===== src/hw/rtl/css_color_string_parser_macros.svh =====
// Assertion macros for the CSS color string parser.
// Both macros expect signals named clk and rst_n in the scope of their use.
`ifndef CSS_COLOR_STRING_PARSER_MACROS_SVH
`define CSS_COLOR_STRING_PARSER_MACROS_SVH

// The consequent holds in the same cycle as the antecedent.
`define CSS_ASSERT_SAME(label, ante, cons, msg) \
  label: assert property (@(posedge clk) disable iff (!rst_n) (ante) |-> (cons)) \
    else $error(msg);

// The consequent holds in the cycle after the antecedent.
`define CSS_ASSERT_NEXT(label, ante, cons, msg) \
  label: assert property (@(posedge clk) disable iff (!rst_n) (ante) |=> (cons)) \
    else $error(msg);

`endif


===== src/hw/rtl/css_pkg.sv =====
// Package for the CSS color string parser: parse phases, result type,
// character classes and the color name tables. No dependencies.
package css_pkg;

  typedef enum logic [3:0] {
    PH_WS,
    PH_HEX,
    PH_HEXEND,
    PH_WORD,
    PH_NAME,
    PH_RPRE,
    PH_RSIGN,
    PH_RDIG,
    PH_RPOST,
    PH_RDONE,
    PH_FAIL
  } phase_t;

  typedef struct packed {
    logic [7:0] red;
    logic [7:0] green;
    logic [7:0] blue;
    logic [7:0] alpha;
  } color_t;

  localparam int NAME_COUNT = 17;
  localparam int NAME_TRANSPARENT = NAME_COUNT - 1;
  localparam int NAME_CHARS = 16;
  localparam logic [NAME_COUNT-1:0] ALL_NAMES = '1;
  localparam logic [3:0] POS_MAX = 4'd15;
  localparam logic [8:0] MAG_MAX = 9'd511;
  localparam logic [1:0] SLOT_LAST = 2'd2;
  localparam logic [2:0] HEX_LONG = 3'd6;
  localparam logic [2:0] HEX_SHORT = 3'd3;
  localparam logic [2:0] HEX_CNT_MAX = 3'd7;

  localparam logic [7:0] CH_NUL   = 8'h00;
  localparam logic [7:0] CH_SPACE = 8'h20;
  localparam logic [7:0] CH_HASH  = 8'h23;
  localparam logic [7:0] CH_PLUS  = 8'h2B;
  localparam logic [7:0] CH_COMMA = 8'h2C;
  localparam logic [7:0] CH_MINUS = 8'h2D;

  localparam color_t COLOR_BLACK = '{red: 8'd0, green: 8'd0, blue: 8'd0, alpha: 8'd255};

  function automatic logic is_ws(input logic [7:0] c);
    return (c == CH_SPACE) || (c >= 8'h09 && c <= 8'h0D);
  endfunction

  function automatic logic is_digit(input logic [7:0] c);
    return (c >= "0") && (c <= "9");
  endfunction

  function automatic logic is_hex(input logic [7:0] c);
    return is_digit(c) || (c >= "a" && c <= "f") || (c >= "A" && c <= "F");
  endfunction

  function automatic logic [3:0] hex_nibble(input logic [7:0] c);
    logic [7:0] v;
    if (is_digit(c)) begin
      v = c - 8'h30;
    end else if (c >= "a" && c <= "f") begin
      v = c - 8'h57;
    end else begin
      v = c - 8'h37;
    end
    return v[3:0];
  endfunction

  function automatic logic [7:0] fold_lower(input logic [7:0] c);
    return (c >= "A" && c <= "Z") ? c + 8'h20 : c;
  endfunction

  function automatic logic [7:0] rgb_prefix_char(input logic [1:0] idx);
    logic [7:0] ch;
    unique case (idx)
      2'd0:    ch = "r";
      2'd1:    ch = "g";
      2'd2:    ch = "b";
      default: ch = "(";
    endcase
    return ch;
  endfunction

  // Names are left aligned and padded with zero bytes to 16 characters.
  function automatic logic [8*NAME_CHARS-1:0] name_text(input int idx);
    logic [8*NAME_CHARS-1:0] t;
    case (idx)
      0:       t = {"black",       {11{8'h00}}};
      1:       t = {"white",       {11{8'h00}}};
      2:       t = {"red",         {13{8'h00}}};
      3:       t = {"green",       {11{8'h00}}};
      4:       t = {"blue",        {12{8'h00}}};
      5:       t = {"yellow",      {10{8'h00}}};
      6:       t = {"gray",        {12{8'h00}}};
      7:       t = {"grey",        {12{8'h00}}};
      8:       t = {"silver",      {10{8'h00}}};
      9:       t = {"orange",      {10{8'h00}}};
      10:      t = {"purple",      {10{8'h00}}};
      11:      t = {"navy",        {12{8'h00}}};
      12:      t = {"teal",        {12{8'h00}}};
      13:      t = {"maroon",      {10{8'h00}}};
      14:      t = {"aqua",        {12{8'h00}}};
      15:      t = {"lime",        {12{8'h00}}};
      default: t = {"transparent", {5{8'h00}}};
    endcase
    return t;
  endfunction

  function automatic logic [3:0] name_len(input int idx);
    logic [3:0] n;
    case (idx) inside
      2:                         n = 4'd3;
      4, 6, 7, 11, 12, 14, 15:   n = 4'd4;
      0, 1, 3:                   n = 4'd5;
      5, 8, 9, 10, 13:           n = 4'd6;
      default:                   n = 4'd11;
    endcase
    return n;
  endfunction

  function automatic logic [23:0] name_rgb(input int idx);
    logic [23:0] v;
    case (idx) inside
      0:       v = 24'h000000;
      1:       v = 24'hFFFFFF;
      2:       v = 24'hFF0000;
      3:       v = 24'h008000;
      4:       v = 24'h0000FF;
      5:       v = 24'hFFFF00;
      6, 7:    v = 24'h808080;
      8:       v = 24'hC0C0C0;
      9:       v = 24'hFFA500;
      10:      v = 24'h800080;
      11:      v = 24'h000080;
      12:      v = 24'h008080;
      13:      v = 24'h800000;
      14:      v = 24'h00FFFF;
      15:      v = 24'h00FF00;
      default: v = 24'h000000;
    endcase
    return v;
  endfunction

  function automatic logic [8:0] take_digit(input logic [8:0] mag, input logic [7:0] c);
    logic [12:0] m;
    logic [7:0]  d;
    d = c - 8'h30;
    m = 13'(mag) * 13'd10 + 13'(d[3:0]);
    return (m > 13'(MAG_MAX)) ? MAG_MAX : m[8:0];
  endfunction

  function automatic logic [7:0] number_channel(input logic neg, input logic [8:0] mag);
    logic [7:0] ch;
    if (neg) begin
      ch = 8'd0;
    end else if (mag > 9'd255) begin
      ch = 8'd255;
    end else begin
      ch = mag[7:0];
    end
    return ch;
  endfunction

endpackage


===== src/hw/rtl/css_in_if.sv =====
// Input channel of the CSS color string parser: one string byte per transaction.
// No dependencies.
interface css_in_if;
  logic       valid;
  logic       ready;
  logic [7:0] char_code;
  logic       last_char;

  modport source (output valid, output char_code, output last_char, input ready);
  modport sink (input valid, input char_code, input last_char, output ready);
endinterface


===== src/hw/rtl/css_out_if.sv =====
// Result channel of the CSS color string parser: one RGBA color per transaction.
// No dependencies.
interface css_out_if;
  logic       valid;
  logic       ready;
  logic [7:0] red;
  logic [7:0] green;
  logic [7:0] blue;
  logic [7:0] alpha;

  modport source (output valid, output red, output green, output blue, output alpha,
                  input ready);
  modport sink (input valid, input red, input green, input blue, input alpha,
                output ready);
endinterface


===== src/hw/rtl/css_color_string_parser.sv =====
// CSS color string parser, top level.
// Depends on css_pkg, css_in_if, css_out_if and css_color_string_parser_macros.svh.
//
// Usage: the in_ch channel carries a color string one byte per transaction,
// with last_char set on its final byte. A zero byte ends the string early and
// the bytes after it are ignored until the last_char byte. The out_ch channel
// carries one RGBA color per string, for the transaction marked last_char.
// A string that does not parse gives opaque black.
// Throughput: one byte per cycle while in_ch.ready is high. The parse state
// is updated in the cycle a byte is accepted, and the color of a string is
// registered into the output register, or the skid entry if that is stalled.
// The result side has an output register and one skid entry, so bytes keep
// flowing while a color waits. When the receiver stalls with both entries
// full, in_ch.ready drops until the output register is taken.
// Reset (rst_n low, synchronous) empties both result entries and puts the
// parser back to the start of a string.
`include "css_color_string_parser_macros.svh"

module css_color_string_parser (
  input logic      clk,
  input logic      rst_n,
  css_in_if.sink   in_ch,
  css_out_if.source out_ch
);
  import css_pkg::*;

  phase_t                phase_r, phase_nxt;
  logic [2:0]            hex_cnt_r, hex_cnt_nxt;
  logic [23:0]           hex_acc_r, hex_acc_nxt;
  logic [3:0]            pos_r, pos_nxt;
  logic                  exact_r, exact_nxt;
  logic [NAME_COUNT-1:0] cand_r, cand_nxt;
  logic [1:0]            slot_r, slot_nxt;
  logic                  neg_r, neg_nxt;
  logic [8:0]            mag_r, mag_nxt;
  logic [7:0]            first_r, first_nxt;
  logic [7:0]            second_r, second_nxt;
  logic                  ended_r, ended_nxt;

  color_t                result;
  color_t                out_data_r, skid_data_r;
  logic                  out_valid_r, skid_valid_r;

  logic [7:0]            c;
  logic [7:0]            lc;
  logic [7:0]            pc;
  logic                  in_accept;
  logic                  produce;
  logic                  out_open;
  logic [NAME_COUNT-1:0] name_hit;
  logic [NAME_COUNT-1:0] name_done;
  logic [6:0]            name_base;
  logic                  word_step;

  assign c         = in_ch.char_code;
  assign lc        = fold_lower(c);
  assign pc        = rgb_prefix_char(pos_r[1:0]);
  assign in_accept = in_ch.valid && in_ch.ready;
  assign produce   = in_accept && in_ch.last_char;
  assign in_ch.ready = !skid_valid_r;
  assign name_base = {4'(POS_MAX - pos_r), 3'b000};

  for (genvar gi = 0; gi < NAME_COUNT; gi++) begin : g_name
    localparam logic [8*NAME_CHARS-1:0] TEXT = name_text(gi);
    localparam logic [3:0]              LEN  = name_len(gi);
    assign name_hit[gi]  = (TEXT[name_base +: 8] == lc);
    assign name_done[gi] = cand_nxt[gi] && (pos_nxt == LEN);
  end

  // Next parse state for the byte on in_ch.
  always_comb begin
    phase_nxt  = phase_r;
    hex_cnt_nxt = hex_cnt_r;
    hex_acc_nxt = hex_acc_r;
    pos_nxt    = pos_r;
    exact_nxt  = exact_r;
    cand_nxt   = cand_r;
    slot_nxt   = slot_r;
    neg_nxt    = neg_r;
    mag_nxt    = mag_r;
    first_nxt  = first_r;
    second_nxt = second_r;
    ended_nxt  = ended_r;
    word_step  = 1'b0;
    if (!ended_r) begin
      if (c == CH_NUL) begin
        ended_nxt = 1'b1;
      end else begin
        unique case (phase_r)
          PH_WS: begin
            if (c == CH_HASH) begin
              phase_nxt = PH_HEX;
            end else if (!is_ws(c)) begin
              word_step = 1'b1;
            end
          end
          PH_WORD: begin
            word_step = 1'b1;
          end
          PH_NAME: begin
            cand_nxt = cand_r & name_hit;
            if (pos_r != POS_MAX) begin
              pos_nxt = pos_r + 4'd1;
            end
          end
          PH_HEX: begin
            if (!is_hex(c)) begin
              phase_nxt = PH_HEXEND;
            end else begin
              if (hex_cnt_r < HEX_LONG) begin
                hex_acc_nxt = {hex_acc_r[19:0], hex_nibble(c)};
              end
              if (hex_cnt_r != HEX_CNT_MAX) begin
                hex_cnt_nxt = hex_cnt_r + 3'd1;
              end
            end
          end
          PH_RPRE: begin
            if (c == CH_PLUS || c == CH_MINUS) begin
              neg_nxt   = (c == CH_MINUS);
              phase_nxt = PH_RSIGN;
            end else if (is_digit(c)) begin
              mag_nxt   = take_digit(mag_r, c);
              phase_nxt = PH_RDIG;
            end else if (!is_ws(c)) begin
              phase_nxt = PH_FAIL;
            end
          end
          PH_RSIGN: begin
            if (is_digit(c)) begin
              mag_nxt   = take_digit(mag_r, c);
              phase_nxt = PH_RDIG;
            end else begin
              phase_nxt = PH_FAIL;
            end
          end
          PH_RDIG: begin
            if (is_digit(c)) begin
              mag_nxt = take_digit(mag_r, c);
            end else if (slot_r >= SLOT_LAST) begin
              phase_nxt = PH_RDONE;
            end else begin
              if (slot_r == 2'd0) begin
                first_nxt = number_channel(neg_r, mag_r);
              end else begin
                second_nxt = number_channel(neg_r, mag_r);
              end
              if (c == CH_COMMA) begin
                slot_nxt  = slot_r + 2'd1;
                neg_nxt   = 1'b0;
                mag_nxt   = '0;
                phase_nxt = PH_RPRE;
              end else begin
                phase_nxt = is_ws(c) ? PH_RPOST : PH_FAIL;
              end
            end
          end
          PH_RPOST: begin
            if (c == CH_COMMA) begin
              slot_nxt  = slot_r + 2'd1;
              neg_nxt   = 1'b0;
              mag_nxt   = '0;
              phase_nxt = PH_RPRE;
            end else if (!is_ws(c)) begin
              phase_nxt = PH_FAIL;
            end
          end
          default: begin
          end
        endcase
        if (word_step) begin
          cand_nxt = cand_r & name_hit;
          if (lc != pc) begin
            phase_nxt = PH_NAME;
          end else begin
            phase_nxt = PH_WORD;
            if (c != pc) begin
              exact_nxt = 1'b0;
            end
            if (pos_r == 4'd3) begin
              phase_nxt = exact_nxt ? PH_RPRE : PH_FAIL;
              neg_nxt   = 1'b0;
              mag_nxt   = '0;
            end
          end
          if (pos_r != POS_MAX) begin
            pos_nxt = pos_r + 4'd1;
          end
        end
      end
    end
  end

  // Color of the string that ends with the byte on in_ch.
  always_comb begin
    result = COLOR_BLACK;
    unique case (phase_nxt) inside
      PH_HEX, PH_HEXEND: begin
        if (hex_cnt_nxt == HEX_LONG) begin
          result.red   = hex_acc_nxt[23:16];
          result.green = hex_acc_nxt[15:8];
          result.blue  = hex_acc_nxt[7:0];
        end else if (hex_cnt_nxt == HEX_SHORT) begin
          result.red   = {hex_acc_nxt[11:8], hex_acc_nxt[11:8]};
          result.green = {hex_acc_nxt[7:4], hex_acc_nxt[7:4]};
          result.blue  = {hex_acc_nxt[3:0], hex_acc_nxt[3:0]};
        end
      end
      PH_RDIG, PH_RDONE: begin
        if (phase_nxt == PH_RDONE || slot_nxt == SLOT_LAST) begin
          result.red   = first_nxt;
          result.green = second_nxt;
          result.blue  = number_channel(neg_nxt, mag_nxt);
        end
      end
      PH_WS, PH_WORD, PH_NAME: begin
        for (int i = NAME_COUNT - 1; i >= 0; i--) begin
          if (name_done[i]) begin
            {result.red, result.green, result.blue} = name_rgb(i);
            result.alpha = (i == NAME_TRANSPARENT) ? 8'd0 : 8'd255;
          end
        end
      end
      default: begin
      end
    endcase
  end

  always_ff @(posedge clk) begin
    if (!rst_n || produce) begin
      phase_r  <= PH_WS;
      hex_cnt_r <= '0;
      hex_acc_r <= '0;
      pos_r    <= '0;
      exact_r  <= 1'b1;
      cand_r   <= ALL_NAMES;
      slot_r   <= '0;
      neg_r    <= 1'b0;
      mag_r    <= '0;
      first_r  <= '0;
      second_r <= '0;
      ended_r  <= 1'b0;
    end else if (in_accept) begin
      phase_r  <= phase_nxt;
      hex_cnt_r <= hex_cnt_nxt;
      hex_acc_r <= hex_acc_nxt;
      pos_r    <= pos_nxt;
      exact_r  <= exact_nxt;
      cand_r   <= cand_nxt;
      slot_r   <= slot_nxt;
      neg_r    <= neg_nxt;
      mag_r    <= mag_nxt;
      first_r  <= first_nxt;
      second_r <= second_nxt;
      ended_r  <= ended_nxt;
    end
  end

  assign out_open = !out_valid_r || out_ch.ready;

  always_ff @(posedge clk) begin
    if (!rst_n) begin
      out_valid_r  <= 1'b0;
      skid_valid_r <= 1'b0;
    end else if (out_open) begin
      out_valid_r  <= skid_valid_r || produce;
      skid_valid_r <= 1'b0;
    end else if (produce) begin
      skid_valid_r <= 1'b1;
    end
  end

  always_ff @(posedge clk) begin
    if (out_open) begin
      out_data_r <= skid_valid_r ? skid_data_r : result;
    end else if (produce) begin
      skid_data_r <= result;
    end
  end

  assign out_ch.valid = out_valid_r;
  assign out_ch.red   = out_data_r.red;
  assign out_ch.green = out_data_r.green;
  assign out_ch.blue  = out_data_r.blue;
  assign out_ch.alpha = out_data_r.alpha;

  `CSS_ASSERT_SAME(a_skid_behind_out, skid_valid_r, out_valid_r,
                   "Skid entry is full while the output register is empty.")
  `CSS_ASSERT_NEXT(a_last_gives_result, produce && !out_valid_r, out_valid_r,
                   "Last byte on an empty output did not give a result.")
  `CSS_ASSERT_NEXT(a_mid_no_result, in_accept && !in_ch.last_char && !out_valid_r,
                   !out_valid_r, "A byte before the last gave a result.")
  `CSS_ASSERT_NEXT(a_restart_after_last, produce,
                   phase_r == PH_WS && cand_r == ALL_NAMES && !ended_r,
                   "Parser did not return to the start of a string after the last byte.")

endmodule

===== src/flat_wrapper.sv =====
// flat-port wrapper written by rule: the top's interface ports become plain ports
module css_color_string_parser_flat import css_pkg::*;
  (clk, rst_n, in_ch_valid, in_ch_char_code, in_ch_last_char, in_ch_ready, out_ch_valid, out_ch_red, out_ch_green, out_ch_blue, out_ch_alpha, out_ch_ready);
  css_in_if in_ch_i ();
  css_out_if out_ch_i ();
  input logic clk;
  input logic rst_n;
  input wire logic [$bits(in_ch_i.valid)-1:0] in_ch_valid;
  input wire logic [$bits(in_ch_i.char_code)-1:0] in_ch_char_code;
  input wire logic [$bits(in_ch_i.last_char)-1:0] in_ch_last_char;
  output wire logic [$bits(in_ch_i.ready)-1:0] in_ch_ready;
  output wire logic [$bits(out_ch_i.valid)-1:0] out_ch_valid;
  output wire logic [$bits(out_ch_i.red)-1:0] out_ch_red;
  output wire logic [$bits(out_ch_i.green)-1:0] out_ch_green;
  output wire logic [$bits(out_ch_i.blue)-1:0] out_ch_blue;
  output wire logic [$bits(out_ch_i.alpha)-1:0] out_ch_alpha;
  input wire logic [$bits(out_ch_i.ready)-1:0] out_ch_ready;
  assign in_ch_i.valid = in_ch_valid;
  assign in_ch_i.char_code = in_ch_char_code;
  assign in_ch_i.last_char = in_ch_last_char;
  assign in_ch_ready = in_ch_i.ready;
  assign out_ch_valid = out_ch_i.valid;
  assign out_ch_red = out_ch_i.red;
  assign out_ch_green = out_ch_i.green;
  assign out_ch_blue = out_ch_i.blue;
  assign out_ch_alpha = out_ch_i.alpha;
  assign out_ch_i.ready = out_ch_ready;
  css_color_string_parser u_core (.clk(clk), .rst_n(rst_n), .in_ch(in_ch_i), .out_ch(out_ch_i));
endmodule

===== config.mk =====
export PLATFORM = sky130hd
export DESIGN_NAME = css_color_string_parser_flat
export DESIGN_NICKNAME = d
export VERILOG_FILES = /design/src/hw/rtl/css_pkg.sv /design/src/hw/rtl/css_in_if.sv /design/src/hw/rtl/css_out_if.sv /design/src/hw/rtl/css_color_string_parser.sv /design/src/flat_wrapper.sv
export VERILOG_INCLUDE_DIRS = /design/src /design/src/hw/rtl
export SDC_FILE = /design/constraint.sdc
export NUM_CORES = 1
export LEC_CHECK = 0
export BUFFER_PORTS_ARGS = -buffer_cell sky130_fd_sc_hd__buf_2
export CELL_PAD_IN_SITES_DETAIL_PLACEMENT = 1
export CELL_PAD_IN_SITES_GLOBAL_PLACEMENT = 2
export CORE_UTILIZATION = 41
export CTS_CLUSTER_DIAMETER = 30
export DETAILED_ROUTE_END_ITERATION = 6
export GPL_ROUTABILITY_DRIVEN = 0
export GPL_TIMING_DRIVEN = 0
export PLACE_DENSITY = 0.84
export SLEW_MARGIN = 20
export SYNTH_ARGS = -nofsm -noshare
export SYNTH_HDL_FRONTEND = slang
export SYNTH_SLANG_ARGS = --single-unit
export TNS_END_PERCENT = 50

===== constraint.sdc =====
create_clock -name clk -period 7.1 [get_ports clk]
set_input_delay 0.71 -clock clk [delete_from_list [all_inputs] [get_ports clk]]
set_output_delay 0.71 -clock clk [all_outputs]
set_load 0.1 [all_outputs]

==> metrics.yaml <==
status: "completed"
slowest_delay_ns: 0.82
cts_setup_buffers: 0
design.final.nets: 1557
wirelength_per_cell_um: 24.74
grt_first_pass_wirelength_um: 70660
power_w: 0.002634
synth.top_cells.by_area: "sky130_fd_sc_hd__dfxtp_1, sky130_fd_sc_hd__edfxtp_1, sky130_fd_sc_hd__nand2_1, sky130_fd_sc_hd__a21oi_1, sky130_fd_sc_hd__ha_1"
clockBufferDepth: 2
timing.fmax_mhz: 168.3
drcViolationCount: 0
cp_data_arrival_time_ns: 6.08
area.growth.synth_to_final_pct: 11.13
antenna_found_initial: 0
rsz0062_at_grt: "false"
cts_buffers: 17
clock_latency_on_the_worst_skew_pair_ns: 0.44
initial_core_util_pct: 41.85
critical_path.max_fanout: 10
cts_hold_buffers: 0
globalRoute.totalOverflow: 0
floorplan.io_pins: 47
cts.sinks: 134
synthesis.nets: 1492
finalSetupViolations: 0
path_class: "flip-flop to flip-flop"
cp_cell_sequence: "clkbuf_1, inv_1, ha_1, clkbuf_1, buf_1, nand2_1, a21oi_1, o21ai_0, a2111oi_0, a21oi_1, nor3_1, a211oi_1, and3_1, o21ai_1, a41oi_1"
hold_viol_final: 0
worst_pin_slew_ns: 1.025
post_cts.resized_instances: 0
cp_data_required_time_ns: 7.24
drt_first_pass_iters: 6
core_region_area_mm2: 0.02695
path_delay_family: "compound AO/OA/AOI/OAI gates"
worst_setup_hold_path_clk_slew_ns: 0.07
clock_tree.root_cell: "sky130_fd_sc_hd__clkbuf_16"
place.detailed.hpwl_um: 35120
post_synth_num_cell_types: 100
antenna_cells: 0
rr_endpoint: "u_core.out_ch.green[2]"
cts_max_level: 4
timing.hold.worst.class: "flip-flop to flip-flop"
postRouteAntennaNets: 0
worst-r2r-setup-slack_ns: 1.16
postSynth.topFlopCell: "sky130_fd_sc_hd__dfxtp_1"
design_area_mm2: 0.01253
yosysSeqAreaShare_pct: 28.22
post-synth-top-count-cell: "sky130_fd_sc_hd__nand2_1"
min_from: "u_core.hex_acc_r[23]"
cts_tree: "yes"
critical_path.slowest_cell: "sky130_fd_sc_hd__a2111oi_0"
timing.setup.tns_ns: 0
post_synth_most_frequent_cells: "sky130_fd_sc_hd__nand2_1, sky130_fd_sc_hd__nor2_1, sky130_fd_sc_hd__a21oi_1"
leakage_nw: 4.692
synth_seq_cells: 134
slew-limit-headroom_pct: 31.28
critical_path_buf_inv_count: 4
fin_worst_skew_ns: 0.01052
vertical_extent_of_the_die_um: 167.9
synth_area_leader_cell: "sky130_fd_sc_hd__dfxtp_1"
synth-async-reset-ratio_pct: 0
area_enclosed_by_the_die_boundary_mm2: 0.02818
globalRouteTotalUtil_pct: 32.69
detailedRoute.firstIterationViolations: 1159
final_layout_size_suffix_gt1_share_pct: 11.23
syn-cell-area_mm2: 0.01128
rows: 60
syn_avg_cell_area_um2: 7.855
grt_max_degree: 29
port-buffer-count: 46
final.min_clock_period_ns: 5.941
synth_enable_flop_cells: 50
route.vias.total: 12000
syn_inst: 1436
place.detailed.instances: 1823
final_core_utilization_pct: 46.51
irDropWorstVdd_mv: 0.1199
proportion_of_netlist_area_held_by_the_largest_area_contributor_pct: 14.91
r2r_cells: 15
fin_crit_sh_pct: 83.67
rr_startpoint: "u_core.pos_r[1]"
fin_max_slew_vios: 0
yosysWarningCount: 0
sort_of_element_at_the_start_of_the_critical_path: "flip-flop"
min_path_cells: 2
endpoint_kind: "flip-flop"
final_cells: 1855
grt_pass1_vias: 11585
detail_route.vias_per_cell: 6.469
die_x_um: 167.9
placedInstanceArea_mm2: 0.01195
route.final.wire_length_um: 45900
min_to: "u_core.hex_acc_r[23]"
power_per_cell_area_mw_per_mm2: 210.1
max-cap-violations: 0
-- through the flow --
step	worst slack, ns	hold WS (ns)
after floorplan	2.795	0.4264
after global placement	1.313	0.4332
after detailed placement	1.330	0.4456
after CTS	1.317	0.4560
after global routing	0.9777	0.4695
final	1.159	0.4573
-- final cells by class --
cell class,count,area [um^2]
clock buffer,17,425.4
clock inverter,15,162.7
multi-input combinational,1162,7521
fill,3350,14420
inverter,35,131.4
timing repair buffer,46,230.2
tap,341,426.7
buffer,105,454.2
sequential,134,3183
-- flip-flops by register name (all words and copies together) (netlist names), 4 cells and up --
signal / cells
u_core.mag_r: 9
u_core.phase_r: 4
u_core.second_r: 8
u_core.out_ch.green: 8
u_core.out_ch.red: 8
u_core.cand_r: 17
u_core.skid_data_r: 25
u_core.first_r: 8
u_core.hex_acc_r: 24
u_core.out_ch.blue: 8
u_core.pos_r: 4
-- cell families (layout without fill, tap and decap cells) --
| kind of cell | Yosys count | in the layout | synth area share (%) |
|---|---|---|---|
| muxes | 56 | 56 | 5.336 |
| and+or+nand+nor | 553 | 553 | 24.59 |
| DFF | 134 | 134 | 28.22 |
| xor gates and xnor gates | 52 | 52 | 4.038 |
| buffers and inverters | 140 | 218 | 5.191 |
| AOI/OAI and AO/OA | 458 | 458 | 27.72 |
| adders and majority gates | 43 | 43 | 4.903 |
-- report_power, final --
group	switching, W	total (W)	internal [W]
clock network	0.000406	0.000903	0.000498
registers	0.0000250	0.000873	0.000848
logic	0.000625	0.000857	0.000232
-- layer usage --
layer  up-vias  routed length [um]  track usage, %
li1       5498                   -               -
met1      5959               21300           46.12
met2       457               20600           52.25
met3        86                2689           3.197
met4         0                1308           10.57
met5         -                   0               0
-- worst max path at each step --
stage	depth (start not counted)	slack (ns)	startpoint	end
floorplan	14	2.80	in_ch_char_code[0]	u_core.skid_data_r[17]
global placement	15	1.31	u_core.pos_r[1]	u_core.out_ch.blue[4]
detailed placement	15	1.33	u_core.pos_r[1]	u_core.out_ch.green[3]
CTS	14	1.32	u_core.pos_r[1]	u_core.out_ch.blue[4]
global route	14	0.98	u_core.pos_r[1]	u_core.out_ch.blue[4]
finish	15	1.16	u_core.pos_r[1]	u_core.out_ch.green[2]
-- cells in the final DEF, fill, tap and decap left out, drive strengths merged, types with 8 or more instances in the layout --
| cell | count |
|---|---|
| nor3b | 9 |
| mux2i | 33 |
| mux2 | 23 |
| nand2 | 170 |
| and2 | 15 |
| xor2 | 17 |
| nor2 | 132 |
| nand2b | 21 |
| a211oi | 27 |
| or3 | 22 |
| a22oi | 16 |
| nor3 | 31 |
| nor4 | 9 |
| ha | 41 |
| a21oi | 124 |
| o211ai | 11 |
| o21ai | 88 |
| or2 | 8 |
| a21o | 13 |
| buf | 85 |
| o22ai | 18 |
| o221ai | 11 |
| inv | 41 |
| and3 | 16 |
| or4 | 8 |
| clkbuf | 83 |
| nor2b | 10 |
| a31oi | 26 |
| dfxtp | 84 |
| xnor2 | 35 |
| nand4 | 13 |
| o2111ai | 12 |
| a211o | 8 |
| nand3 | 54 |
| edfxtp | 50 |
-- tightest hold or removal path, stage by stage, from the launching register on --
cell	delay [ns]
sky130_fd_sc_hd__dfxtp_1	0.31
sky130_fd_sc_hd__nand2_1	0.05
sky130_fd_sc_hd__a21oi_1	0.05
Note: power is estimated with default switching activity, not from simulation.
